$ cat src/rtl/sffc_pkg.sv
// shared types and constants for the stereo fir filter unit
// no dependencies
package sffc_pkg;

   localparam int COEF_W         = 24;
   localparam int SAMPLE_W       = 16;
   localparam int OUT_W          = 16;
   localparam int INDEX_W        = 8;
   localparam int TAP_COUNT_W    = 9;
   localparam int PROD_W         = COEF_W + SAMPLE_W;
   localparam int OUT_LIMIT      = 32767;
   localparam int TAP_COUNT_INIT = 1;

   localparam int DEF_MAX_TAPS       = 256;
   localparam int DEF_COEF_FRAC_BITS = 20;

   typedef enum logic {
      OP_LOAD   = 1'b0,
      OP_FILTER = 1'b1
   } op_type;

   typedef struct packed {
      logic               push;
      logic               rotate;
      logic               load;
      logic [INDEX_W-1:0] load_index;
   } cell_ctrl_type;

   typedef struct packed {
      logic clear;
      logic gate;
      logic accumulate;
      logic finish;
   } mac_ctrl_type;

endpackage

$ cat src/rtl/sffc_cell.sv
// one tap cell: holds a coefficient and a left/right history sample
// depends on sffc_pkg
module sffc_cell #(
   parameter int CELL_INDEX = 0
) (
   input  logic                                  clock,
   input  logic                                  reset,
   input  sffc_pkg::cell_ctrl_type               ctrl,
   input  logic signed [sffc_pkg::COEF_W-1:0]    load_value,
   input  logic signed [sffc_pkg::SAMPLE_W-1:0]  prev_left,
   input  logic signed [sffc_pkg::SAMPLE_W-1:0]  prev_right,
   input  logic signed [sffc_pkg::SAMPLE_W-1:0]  next_left,
   input  logic signed [sffc_pkg::SAMPLE_W-1:0]  next_right,
   input  logic signed [sffc_pkg::COEF_W-1:0]    next_coef,
   output logic signed [sffc_pkg::SAMPLE_W-1:0]  left,
   output logic signed [sffc_pkg::SAMPLE_W-1:0]  right,
   output logic signed [sffc_pkg::COEF_W-1:0]    coef
);
   import sffc_pkg::*;

   logic signed [SAMPLE_W-1:0] left_ff, left_in;
   logic signed [SAMPLE_W-1:0] right_ff, right_in;
   logic signed [COEF_W-1:0]   coef_ff, coef_in;
   logic                       hit;

   assign hit = ctrl.load && (32'(ctrl.load_index) == 32'(CELL_INDEX));

   always_comb begin
      left_in  = left_ff;
      right_in = right_ff;
      coef_in  = coef_ff;
      if (ctrl.push) begin
         left_in  = prev_left;
         right_in = prev_right;
      end else if (ctrl.rotate) begin
         left_in  = next_left;
         right_in = next_right;
      end
      if (hit) begin
         coef_in = load_value;
      end else if (ctrl.rotate) begin
         coef_in = next_coef;
      end
   end

   always_ff @(posedge clock) begin
      if (reset) begin
         left_ff  <= '0;
         right_ff <= '0;
         coef_ff  <= '0;
      end else begin
         left_ff  <= left_in;
         right_ff <= right_in;
         coef_ff  <= coef_in;
      end
   end

   assign left  = left_ff;
   assign right = right_ff;
   assign coef  = coef_ff;

endmodule

$ cat config.mk
export PLATFORM = sky130hd
export DESIGN_NAME = sffc_cell
export DESIGN_NICKNAME = d
export VERILOG_FILES = /design/src/rtl/sffc_pkg.sv /design/src/rtl/sffc_cell.sv
export SDC_FILE = /design/constraint.sdc
export NUM_CORES = 1
export LEC_CHECK = 0
export BUFFER_PORTS_ARGS = -buffer_cell sky130_fd_sc_hd__buf_2
export CORE_ASPECT_RATIO = 0.75
export CORE_UTILIZATION = 43
export DETAILED_ROUTE_END_ITERATION = 10
export GPL_ROUTABILITY_DRIVEN = 1
export GPL_TIMING_DRIVEN = 0
export PLACE_DENSITY = 0.87
export SYNTH_ARGS = -nofsm -noshare
export SYNTH_HDL_FRONTEND = slang
export SYNTH_SLANG_ARGS = --single-unit
$ cat constraint.sdc
create_clock -name clock -period 2.1 [get_ports clock]
set_clock_uncertainty 0.2 [all_clocks]
set_input_delay 0.42 -clock clock [delete_from_list [all_inputs] [get_ports clock]]
set_output_delay 0.42 -clock clock [all_outputs]
set_load 0.02 [all_outputs]
==> flow_metrics.tcl <==
set metrics [dict create \
    status "finished clean" \
    grt_util_all_layers_pct 20.7 \
    drive_above_1_share_pct 55.7 \
    final_max_slew_viol_count 0 \
    period_share_pct 77.9 \
    min_tclk_post_route_ns 1.64 \
    peak_supply_drop_v 0.000367 \
    cts_num_sinks 56 \
    cts.htree.levels 2 \
    r2r-start "coef[13]" \
    globalRouteOverflowTotal 0 \
    pin_count 181 \
    num-nets-final 582 \
    min_path_type "in -> reg" \
    worstSkewPairLatency_ns 0.30 \
    min_delay_path_depth 3 \
    detail_route.vias_per_cell 4.76 \
    layout_commonest_cell "sky130_fd_sc_hd__buf_2" \
    critical_path_class "in -> reg" \
    r2r_slack_ns 0.97 \
    antenna_cells_inserted 0 \
    cts_root_buffer "sky130_fd_sc_hd__clkbuf_8" \
    number_of_antenna_violations_at_the_first_check_in_global_routing 0 \
    sum_of_net_half_perimeters_after_detailed_placement_um 5930 \
    hold_path_end "left[6]" \
    leakage_nw 2.14 \
    detail_route.iter0.violations 39 \
    r2r_end "coef[13]" \
    synth_area_per_cell_um2 10.7 \
    yosys_warnings 0 \
    replace_congestion 0.830 \
    die-area_mm2 0.00711 \
    worst-endpoint-arrival_ns 1.64 \
    grt_pass1_wl_um 11800 \
    numPortBuffers 177 \
    summed_instance_area_of_the_synthesized_netlist_mm2 0.00291 \
    yosys_register_bits 56 \
    antenna_violation_net_count_after_detailed_routing 0 \
    clock.fmax_mhz 611 \
    critical_path_required_ns 2.10 \
    cts_setup_buffers 0 \
    worst-slew-pin-transition_ns 0.493 \
    ys_types 14 \
    residual_drc_count 0 \
    die_h_um 73.3 \
    post_synth_inst_count 273 \
    endpoint_class_of_the_critical_path "flop" \
    die_w_um 97.0 \
    most-common-layout-cells "sky130_fd_sc_hd__buf_2 (185), sky130_fd_sc_hd__mux2i_1 (56), sky130_fd_sc_hd__nor2_1 (56), sky130_fd_sc_hd__dfxtp_1 (56), sky130_fd_sc_hd__mux2_2 (36)" \
    first_global_vias 2556 \
    rows 25 \
    hold_ws_ns 0.151 \
    maxCapViolations 0 \
    report.final.hold_viol_count 0 \
    postLayoutCellArea_mm2 0.00403 \
    clock_slew_at_reported_path_ffs_ns 0.10 \
    critical_path_peak_fanout 10 \
    routed_wire_length_um 7410 \
    cts.hold.buffers_added 0 \
    areaGrowthSynthToFinish_pct 38.2 \
    tritoncts "done" \
    worst-r2r-cell-count 3 \
    postCtsResizedCells 0 \
    setup_tns_ns 0 \
    cts_buffers 5 \
    grt_start_max_net_pins 17 \
    powerDensity_mw_per_mm2 622 \
    max-slew-margin-rel_pct 67.2 \
    finalSetupViolations 0 \
    drt-wirelength-per-cell_um 13.8 \
    number_of_buffers_between_clock_root_and_the_deepest_sink 2 \
    initial_utilization_pct 45.4 \
    grt_setup_unrepaired "no" \
    synth_seq_area_share_pct 38.5 \
    core_area_mm2 0.00641 \
    drt_pre_antenna_iters 5 \
    synth_nets 398 \
    vias 2565 \
    setup.worst_path.start_class "primary input" \
    worstHoldStart "prev_left[6]" \
    total_cell_area_at_the_placement_stage_mm2 0.00390 \
]
## area by class of cell
cell class	count	area, um^2
Sequential cell	56	1120
Tap cell	81	101
Clock buffer	7	96.3
Buffer	22	144
Multi-Input combinational cell	195	1650
Timing Repair Buffer	177	886
Fill cell	553	2390
Clock inverter	1	30.0
## worst max-delay path, stage by stage
cell                      delay (ns)
sky130_fd_sc_hd__buf_2          0.10
sky130_fd_sc_hd__nor4_1         0.26
sky130_fd_sc_hd__and4b_1        0.25
sky130_fd_sc_hd__buf_6          0.15
sky130_fd_sc_hd__buf_12         0.15
sky130_fd_sc_hd__mux2_4         0.30
## cells in the mapped netlist (all sizes together)
cell type / n / area share [%]
dfxtp: 56 / 38
mux2: 56 / 24
mux2i: 56 / 19
nor2: 56 / 7.2
nor2b: 24 / 5.2
buf: 14 / 3.9
clkbuf: 8 / 1.0
and4b: 1 / 0.34
nor3: 1 / 0.17
nor4: 1 / 0.21
## worst max path at each step
stage            start  endpoint  slack (ns)  cells past startpoint
3_5_place_dp   ctrl[2]   coef[4]        0.12                      6
5_1_grt        ctrl[2]  coef[22]        0.42                      6
6_report       ctrl[2]   coef[4]        0.46                      6
2_1_floorplan  ctrl[2]  coef[10]        0.36                      5
4_1_cts        ctrl[2]   coef[4]        0.45                      6
3_3_place_gp   ctrl[2]   coef[7]        0.20                      6
## cell families after synthesis
group                  after synthesis  share of synthesized area (%)
AND/OR/NAND/NOR                     83                           13.1
multiplexers                       112                           43.5
buffers and inverters               22                           4.94
flip-flops                          56                           38.5
## through the flow
| stage | std cells | setup slack, ns | util (%) | power, mW |
|---|---|---|---|---|
| after floorplan | 273 | 0.359 | - | 1.54 |
| final | 539 | 0.463 | 62.8 | 2.51 |
| after CTS | 539 | 0.447 | 62.8 | 2.54 |
| after detailed placement | 531 | 0.118 | 60.8 | 1.77 |
| after global routing | 539 | 0.415 | 62.8 | 2.63 |
| after global placement | 531 | 0.200 | 60.8 | 1.75 |
## report_power, final
part           total [mW]  internal (mW)  switching [mW]
registers            1.17           1.13          0.0328
logic               0.575          0.294           0.281
clock network       0.764          0.421           0.343
## registers in the layout, indices dropped and copies added, names as in the netlist
signal / cells
right: 16
coef: 24
left: 16
## routing by layer
metal  global-route usage (%)  vias up  wire length [um]
li1                         -     1286                 -
met1                     23.9     1169              3060
met2                     39.2      106              3820
met3                     5.14        4               478
met4                     4.48        0                57
met5                        0        -                 0
Note: power is estimated with default switching activity, not from simulation.
