**src/rtl/sffc_pkg.sv**
```systemverilog
// shared types and constants for the stereo fir filter unit
// no dependencies
package sffc_pkg;

   localparam int COEF_W         = 24;
   localparam int SAMPLE_W       = 16;
   localparam int OUT_W          = 16;
   localparam int INDEX_W        = 8;
   localparam int TAP_COUNT_W    = 9;
   localparam int PROD_W         = COEF_W + SAMPLE_W;
   localparam int OUT_LIMIT      = 32767;
   localparam int TAP_COUNT_INIT = 1;

   localparam int DEF_MAX_TAPS       = 256;
   localparam int DEF_COEF_FRAC_BITS = 20;

   typedef enum logic {
      OP_LOAD   = 1'b0,
      OP_FILTER = 1'b1
   } op_type;

   typedef struct packed {
      logic               push;
      logic               rotate;
      logic               load;
      logic [INDEX_W-1:0] load_index;
   } cell_ctrl_type;

   typedef struct packed {
      logic clear;
      logic gate;
      logic accumulate;
      logic finish;
   } mac_ctrl_type;

endpackage

```
**src/rtl/sffc_mac.sv**
```systemverilog
// per-channel multiply-accumulate with truncating scale and clip
// depends on sffc_pkg
module sffc_mac #(
   parameter int MAX_TAPS       = sffc_pkg::DEF_MAX_TAPS,
   parameter int COEF_FRAC_BITS = sffc_pkg::DEF_COEF_FRAC_BITS
) (
   input  logic                                 clock,
   input  sffc_pkg::mac_ctrl_type               ctrl,
   input  logic signed [sffc_pkg::COEF_W-1:0]   coef,
   input  logic signed [sffc_pkg::SAMPLE_W-1:0] sample,
   output logic signed [sffc_pkg::OUT_W-1:0]    result
);
   import sffc_pkg::*;

   localparam int ACC_W = PROD_W + $clog2(MAX_TAPS);

   logic signed [PROD_W-1:0] prod_full;
   logic signed [PROD_W-1:0] prod_ff, prod_in;
   logic signed [ACC_W-1:0]  acc_ff, acc_in;
   logic [ACC_W-1:0]         mag_ff, mag_in;
   logic                     neg_ff, neg_in;
   logic [ACC_W-1:0]         quot;
   logic [OUT_W-1:0]         clipped;

   assign prod_full = PROD_W'(coef) * PROD_W'(sample);

   always_comb begin
      prod_in = ctrl.gate ? prod_full : '0;
      acc_in  = acc_ff;
      if (ctrl.clear) begin
         acc_in = '0;
      end else if (ctrl.accumulate) begin
         acc_in = acc_ff + ACC_W'(prod_ff);
      end
      neg_in = neg_ff;
      mag_in = mag_ff;
      if (ctrl.finish) begin
         neg_in = acc_ff[ACC_W-1];
         mag_in = acc_ff[ACC_W-1] ? (~acc_ff + 1'b1) : acc_ff;
      end
   end

   always_ff @(posedge clock) begin
      prod_ff <= prod_in;
      acc_ff  <= acc_in;
      neg_ff  <= neg_in;
      mag_ff  <= mag_in;
   end

   assign quot    = mag_ff >> COEF_FRAC_BITS;
   assign clipped = (quot > ACC_W'(OUT_LIMIT)) ? OUT_W'(OUT_LIMIT) : quot[OUT_W-1:0];
   assign result  = neg_ff ? (OUT_W'(0) - clipped) : clipped;

endmodule

```
**config.mk**
```make
export PLATFORM = sky130hd
export DESIGN_NAME = sffc_mac
export DESIGN_NICKNAME = d
export VERILOG_FILES = /design/src/rtl/sffc_pkg.sv /design/src/rtl/sffc_mac.sv
export SDC_FILE = /design/constraint.sdc
export NUM_CORES = 1
export LEC_CHECK = 0
export ABC_AREA = 0
export BUFFER_PORTS_ARGS = -buffer_cell sky130_fd_sc_hd__buf_2
export CAP_MARGIN = 20
export CORE_MARGIN = 3
export CORE_UTILIZATION = 45
export DETAILED_ROUTE_END_ITERATION = 12
export SLEW_MARGIN = 40
export SYNTH_ARGS = -nofsm -noshare
export SYNTH_HDL_FRONTEND = slang
export SYNTH_SLANG_ARGS = --single-unit
```
**constraint.sdc**
```tcl
create_clock -name clock -period 9.4 [get_ports clock]
set_input_delay 1.41 -clock clock [delete_from_list [all_inputs] [get_ports clock]]
set_output_delay 1.41 -clock clock [all_outputs]
set_load 0.05 [all_outputs]
```
==> metrics.cfg, run 1 <==
[flow_run]
max_cap_viol_count = 0

[synth]
synth_cell_types = 66
synth_edf_count = 29
synth-seq-cells = 117
synth-warning-count = 0
synth_nets = 2921
syn_avg_cell_area_um2 = 8.87
syn_inst = 2355
synth-main-ff-cell = dfxtp_1
async_reset_ff_share_pct = 0
synth_area_um2 = 20900
yosysSeqAreaShare_pct = 12.6

[timing]
fin_skew_ps = 10.6
finalHoldViolCount = 0
rsz0062_at_grt = no
finalSetupViolations = 0
fin_crit_ps = 7950
max_freq_ghz = 0.126
fin_crit_sh_pct = 84.6
tightest_slew_ps = 806
max_slew_margin_pct = 46.2
maxSlewViolCount = 0
setup_tns_ps = 0

[worst_setup_path]
endpoint_kind = flip-flop
cp-start-kind = input port
reg2reg_depth = 10
critPathArrivalTime_ps = 8270
criticalPathCategory = input port to flip-flop
r2r-start = acc_ff[0]
r2r-end = mag_ff[46]
cp_max_fo = 24
regToRegSetupSlack_ps = 5490
worstPathRequired_ps = 9720

[cells_and_area]
final_area_um2 = 22200
final_nets = 2914
drive_gt1_share_pct = 4.62
n_antenna_cell = 0
area_delta_synth_final_pct = 6.15
final_cells = 2961
mostFrequentLayoutCells = 449 x inv_1, 375 x fa_1, 291 x nand2_1
final_common_cell = inv_1

[worst_hold_path]
hp-start = acc_ff[4]
hold_path_depth = 2
whs_endpoint = acc_ff[4]
hold_path.class = flip-flop to flip-flop

[die]
io_pins = 61
coreArea_um2 = 45600
design.die.area_um2 = 49000
dieWidth_um = 221
die_y_um = 221
rows = 78
start_util_pct = 45.8

[clock_network]
holdBufCountCts = 0
cts_made_buffers = 17
clk_latency_ps = 430
cts_buffer_depth = 2
tritoncts = done
cts_setup_buffers = 0
root_buffer = clkbuf_16
h-tree-depth = 4
ctsResizeCount = 0
clkSinkCount = 117
cts.clk_slew.worst_paths_ps = 60

[global_routing]
grt-ovfl-total = 0
grt_max_degree = 54
grt_usage_pct = 20.1
grt_pass1_vias = 16300
grt_pass1_wl_um = 81300
antenna_found_initial = 0

[place]
place_area_um2 = 21600
hpwl_um = 39300
routabilityCongestion = 0.900
dp.cells = 2929
io_buffers = 60

[route]
first_iter_violations = 679
routedWlPerCell_um = 16.1
wl_um = 47700
firstDrtPassIters = 5
drt_drc_violations_left = 0
vias = 15300
vias_per_cell = 5.16
ant_nets = 0

[outcome]
outcome = completed

## flip-flops by register name (all words and copies together), names as in the netlist
signal and cells:
acc_ff 48, prod_ff 40, mag_ff 28, neg_ff 1
## how the worst max path moves through the flow
stage,startpoint,endpoint,cells after the start
after floorplan,sample[15],prod_ff[39],22
after global placement,sample[4],prod_ff[39],24
after detailed placement,sample[4],prod_ff[39],24
after CTS,sample[4],prod_ff[39],24
after global routing,sample[4],prod_ff[39],24
final,sample[4],prod_ff[39],24
## cell type report
class | count | area, um2
Fill cell | 4318 | 23400
Sequential cell | 117 | 2630
Clock inverter | 13 | 110
Clock buffer | 19 | 433
Tap cell | 600 | 751
Inverter | 450 | 1690
Multi-Input combinational cell | 1699 | 16200
Timing Repair Buffer | 63 | 323
## stage by stage
stage / hold slack, ps / setup WS, ps / util, %
2_1_floorplan: 449 / 1830 / -
3_3_place_gp: 487 / 1100 / 47.4
5_1_grt: 522 / 1130 / 48.6
4_1_cts: 506 / 1480 / 48.6
6_report: 505 / 1450 / 48.6
3_5_place_dp: 497 / 1000 / 47.4
## critical path: stages
cell	delay (ps)
buf_2	390
nand2_1	150
fa_1	550
inv_1	60
fa_1	530
inv_1	50
fa_1	490
inv_1	50
fa_1	460
fa_1	540
inv_1	50
fa_1	570
inv_1	60
ha_1	360
and4_1	240
and4_1	210
o21ai_0	80
o21ai_0	460
a31oi_1	230
or4_1	500
a311o_1	330
o21ai_0	230
xnor2_1	90
and2_1	170
## routing by layer
layer | global-route usage, % | up-vias | part of all wire [%]
met5 | 0 | - | 0
met2 | 32.4 | 409 | 44
li1 | - | 7354 | -
met1 | 28.1 | 7446 | 47
met3 | 4.22 | 55 | 7.2
met4 | 4.49 | 0 | 1.5
## cells in the mapped netlist (all sizes together), types with 31 or more instances
library cell | n | area [um2]
a21o | 48 | 360
a21oi | 94 | 470
and2 | 186 | 1160
clkbuf | 83 | 312
dfxtp | 88 | 1760
fa | 375 | 7510
ha | 146 | 1830
inv | 449 | 1690
mux2i | 36 | 360
nand2 | 291 | 1090
nor2 | 102 | 383
o21ai | 67 | 339
xnor2 | 77 | 674
xor2 | 31 | 272
## cells by family (layout without fill, tap and decap cells)
logic type / count (synthesis) / after routing / share of synthesized area (%)
AO/OA/AOI/OAI: 321 / 321 / 9.83
XOR/XNOR: 108 / 108 / 4.53
adder cells (fa/ha/maj): 521 / 521 / 44.7
buffers and inverters: 539 / 545 / 9.69
flip-flops: 117 / 117 / 12.6
multiplexers: 37 / 37 / 1.78
AND/OR/NAND/NOR: 712 / 712 / 16.9
Power of run 1 is not shown: default switching activity piles up to over one toggle a cycle in this logic, so the estimate is an artifact.
==> run 2: changes to the inputs <==
--- a/config.mk
+++ b/config.mk
@@ -5,7 +5,7 @@
 export SDC_FILE = /design/constraint.sdc
 export NUM_CORES = 1
 export LEC_CHECK = 0
-export ABC_AREA = 0
+export ABC_AREA = 1
 export BUFFER_PORTS_ARGS = -buffer_cell sky130_fd_sc_hd__buf_2
 export CAP_MARGIN = 20
 export CORE_MARGIN = 3
==> constraint.sdc (replaced) <==
create_clock -name clock -period 6.6 [get_ports clock]
set_input_delay 0.99 -clock clock [delete_from_list [all_inputs] [get_ports clock]]
set_output_delay 0.99 -clock clock [all_outputs]
set_load 0.05 [all_outputs]
==> metrics.cfg, run 2 <==
[die]
design.die.area_um2 = 55500
coreArea_um2 = 51700
start_util_pct = 45.8
rows = 83
die_y_um = 236
dieWidth_um = 236
io_pins = 61

[worst_setup_path]
cp-start-kind = input port
worstPathRequired_ps = 6920
endpoint_kind = flip-flop
criticalPathCategory = input port to flip-flop
critPathArrivalTime_ps = 6650
cp_max_fo = 13

[clock_network]
clkSinkCount = 117
h-tree-depth = 4
clk_latency_ps = 430
cts_setup_buffers = 0
cts_made_buffers = 17
root_buffer = clkbuf_16
tritoncts = done
holdBufCountCts = 0
cts.clk_slew.worst_paths_ps = 60
cts_buffer_depth = 2

[route]
vias_per_cell = 4.97
first_iter_violations = 1765
drt_drc_violations_left = 0
vias = 20900
ant_nets = 0
routedWlPerCell_um = 16.4
wl_um = 68700
firstDrtPassIters = 6

[global_routing]
grt_max_degree = 53
grt-ovfl-total = 0
grt_usage_pct = 25.6
antenna_found_initial = 0
grt_pass1_vias = 21000
grt_pass1_wl_um = 113000

[place]
hpwl_um = 59200
routabilityCongestion = 1.00
io_buffers = 60

[synth]
synth_top_area_share_pct = 31.7
synth-warning-count = 0
synth_cell_types = 44
synth_edf_count = 29
synth_area_leaders = fa_1 32%, inv_1 15%, nand2_1 14%
syn_inst = 3419
synth.most_common_cell = inv_1
synth_common_cells = 921 x inv_1, 884 x nand2_1, 375 x fa_1, 290 x nor2_1, 150 x a21oi_1
async_reset_ff_share_pct = 0
syn_avg_cell_area_um2 = 6.93
synth-seq-cells = 117
yosysTopAreaCell = fa_1
synth_nets = 3985
yosysSeqAreaShare_pct = 11.1
synth_area_um2 = 23700
synth-main-ff-cell = dfxtp_1

[worst_hold_path]
hold_path.class = flip-flop to flip-flop

[cells_and_area]
final_nets = 4074
top_regs = acc_ff: 48 flops, prod_ff: 40 flops, mag_ff: 28 flops
n_antenna_cell = 0
area_delta_synth_final_pct = 9.45
drive_gt1_share_pct = 6.62
regMostFlops = acc_ff
mostFrequentLayoutCells = 921 x inv_1, 884 x nand2_1, 375 x fa_1
largest_reg_flops = 48
final_common_cell = inv_1

[timing]
maxSlewViolCount = 0
fin_crit_sh_pct = 95.9
rsz0062_at_grt = no
finalHoldViolCount = 0
max_freq_ghz = 0.158
setup_tns_ps = 0
max_slew_margin_pct = 54.7
tightest_slew_ps = 679
finalSetupViolations = 0
fin_skew_ps = 11.7
fin_crit_ps = 6330

[outcome]
outcome = completed

[flow_run]
max_cap_viol_count = 0

-- run 2: path summary, 6_finish.rpt --
| check | startpoint | end | slack, ps | cells past startpoint |
|---|---|---|---|---|
| hold / removal | acc_ff[0] | acc_ff[0] | 490 | 2 |
| hold reg to reg | acc_ff[0] | acc_ff[0] | 490 | 2 |
| setup / recovery | coef[23] | prod_ff[37] | 270 | 23 |
| setup reg to reg | acc_ff[0] | acc_ff[40] | 3410 | 15 |
-- run 2: per-layer routing --
layer | track usage, % | vias to the layer above | wire (um)
met5 | 0 | - | 0
met1 | 37.5 | 9960 | 32100
met4 | 5.55 | 0 | 1420
li1 | - | 10200 | -
met2 | 40.6 | 615 | 30300
met3 | 3.61 | 79 | 4860
-- run 2: metrics by stage --
stage	worst slack [ps]	hold slack, ps	utilization (%)	std cells	cell area [um2]
after global routing	6.89	518	50.2	4201	25900
final	269	491	50.2	4201	25900
after floorplan	388	406	-	3419	23700
after detailed placement	-98.5	488	49.1	4169	25400
after CTS	328	496	50.2	4201	25900
after global placement	-113	478	49.1	4169	25400
-- run 2: logic make-up (layout without fill, tap and decap cells) --
logic type | Yosys count | in the layout | synth area share (%)
DFF | 117 | 117 | 11.1
buffers and inverters | 1019 | 1121 | 16.2
adders and majority gates | 521 | 521 | 39.4
and+or+nand+nor | 1392 | 1392 | 23.9
xor gates and xnor gates | 65 | 65 | 2.40
AOI/OAI and AO/OA | 305 | 305 | 7.02
-- run 2: area by class of cell --
cell class | instances | area (um2)
timing repair buffer | 167 | 1210
multi-input combinational | 2283 | 17200
fill | 5344 | 25800
tap | 680 | 851
sequential | 117 | 2630
clock inverter | 10 | 70.1
clock buffer | 22 | 485
inverter | 922 | 3460
-- run 2: worst max-delay path: stages --
cell and delay [ps]:
buf_2 280, nand2_1 150, inv_1 130, fa_1 470, fa_1 570, inv_1 60
fa_1 500, inv_1 60, fa_1 510, fa_1 540, inv_1 50, fa_1 530
inv_1 40, ha_1 340, nand2_1 120, nor2_1 190, nand2_1 110, nor3_1 360
nand4_1 240, nand3_1 230, nand2_1 70, nand2_1 60, nor2_1 40
-- run 2: repair_timing --
action | CTS | global route
endpoints found under the hold margin | 0 | 0
resized for setup | 0 | 1
endpoints found under the setup margin | 0 | 1
Power of run 2 is left out for the same reason.
==> run 3: changes to the inputs <==
--- a/config.mk
+++ b/config.mk
@@ -11,6 +11,7 @@
 export CORE_MARGIN = 3
 export CORE_UTILIZATION = 45
 export DETAILED_ROUTE_END_ITERATION = 12
+export PLACE_DENSITY = 0.67
 export SLEW_MARGIN = 40
 export SYNTH_ARGS = -nofsm -noshare
 export SYNTH_HDL_FRONTEND = slang
==> metrics.cfg, run 3 (synthesis gave the netlist of run 2 again) <==
[worst_setup_path]
regToRegSetupSlack_ps = 3310
cp_max_fo = 19
cp-start-kind = input port
r2r-start = acc_ff[0]
endpoint_kind = flip-flop
worstPathRequired_ps = 6950
critPathArrivalTime_ps = 6550
critPathLaunch = sample[5]
criticalPathCategory = input port to flip-flop

[timing]
timing.hold.ws_ps = 488
fin_crit_sh_pct = 93.9
max_freq_ghz = 0.161
fin_skew_ps = 11.7
finalHoldViolCount = 0
finalSetupViolations = 0
max_slew_margin_pct = 54.6
setup_tns_ps = 0
maxSlewViolCount = 0
fin_crit_ps = 6200
tightest_slew_ps = 681
rsz0062_at_grt = no

[clock_network]
clkSinkCount = 117
holdBufCountCts = 0
tritoncts = done
cts.clk_slew.worst_paths_ps = 60
cts_setup_buffers = 0
h-tree-depth = 4
cts_buffer_depth = 2
root_buffer = clkbuf_16
clk_latency_ps = 430
ctsResizeCount = 0
cts_made_buffers = 17

[global_routing]
grt_util_met1_pct = 34.5
grtUsageMet3_pct = 3.81
grt_pass1_vias = 20700
grt_usage_pct = 24.3
antenna_found_initial = 1
grtUsageMet2_pct = 39.1
top_usage_layer = met2
grt_pass1_wl_um = 108000
grt_max_degree = 53
grt-ovfl-total = 0

[place]
io_buffers = 60
place_area_um2 = 25100
dp.cells = 4138
hpwl_um = 56300
routabilityCongestion = 1.00

[die]
coreArea_um2 = 51700
rows = 83
dieWidth_um = 236
design.die.area_um2 = 55500
start_util_pct = 45.8
die_y_um = 236
io_pins = 61

[cells_and_area]
area_delta_synth_final_pct = 8.37
drive_gt1_share_pct = 5.82
final_area_um2 = 25700
largest_reg_flops = 48
final_cells = 4170
final_common_cell = inv_1
regMostFlops = acc_ff
n_antenna_cell = 0
final_nets = 4043
mostFrequentLayoutCells = 921 x inv_1, 884 x nand2_1, 375 x fa_1
top_regs = acc_ff: 48 flops, prod_ff: 40 flops, mag_ff: 28 flops

[route]
firstDrtPassIters = 7
wl_um = 66200
ant_nets = 0
routedWlPerCell_um = 15.9
drt_drc_violations_left = 0
first_iter_violations = 1851
vias_per_cell = 5.05
vias = 21000

[flow_run]
max_cap_viol_count = 0

[outcome]
outcome = completed

[worst_hold_path]
hold_path.class = flip-flop to flip-flop
hp-start = acc_ff[0]

run 3: cell count changes in the layout (fill, tap and decap cells not counted), sizes merged:
| cell | delta |
|---|---|
| buf | -31 |
| clkbuf | -4 |
| clkinv | +3 |
| bufinv | +1 |
| clkinvlp | -1 |
| inv | +1 |
run 3: path summary, 6_finish.rpt:
check	cells after the start	endpoint
setup / recovery	24	prod_ff[39]
setup reg to reg	15	acc_ff[40]
hold / removal	2	acc_ff[0]
hold reg to reg	2	acc_ff[0]
run 3: final cells by class:
cell class | count | area [um2]
timing repair buffer | 136 | 951
fill | 5219 | 26000
multi-input combinational | 2283 | 17200
clock inverter | 14 | 126
inverter | 922 | 3460
tap | 680 | 851
sequential | 117 | 2630
clock buffer | 18 | 429
run 3: critical path, stage by stage:
cell and delay (ps):
buf_2 390, nand2_1 140, fa_1 520, inv_1 60
fa_1 530, inv_1 50, fa_1 510, inv_1 60
fa_1 480, fa_1 550, inv_1 50, fa_1 520
inv_1 40, ha_1 350, nand2_1 150, nor2_1 60
nor2_1 190, a21boi_0 380, nand2_1 100, nand2_1 80
nand3_1 90, nand2_1 80, nand2_1 50, nor2_1 120
run 3: layer usage:
metal | routed length [um] | part of all wire (%) | vias to the layer above
li1 | - | - | 10200
met1 | 29200 | 44 | 10000
met2 | 29800 | 45 | 774
met3 | 5490 | 8.3 | 93
met4 | 1640 | 2.5 | 2
met5 | 13 | 0.020 | -
run 3: through the flow:
step                      setup WS, ps  utilization [%]
final                              405             49.7
after global routing              28.3             49.7
after CTS                          375             49.7
after detailed placement         -54.4             48.6
after global placement            1.52             48.6
after floorplan                    388                -
Power of run 3 is left out for the same reason.
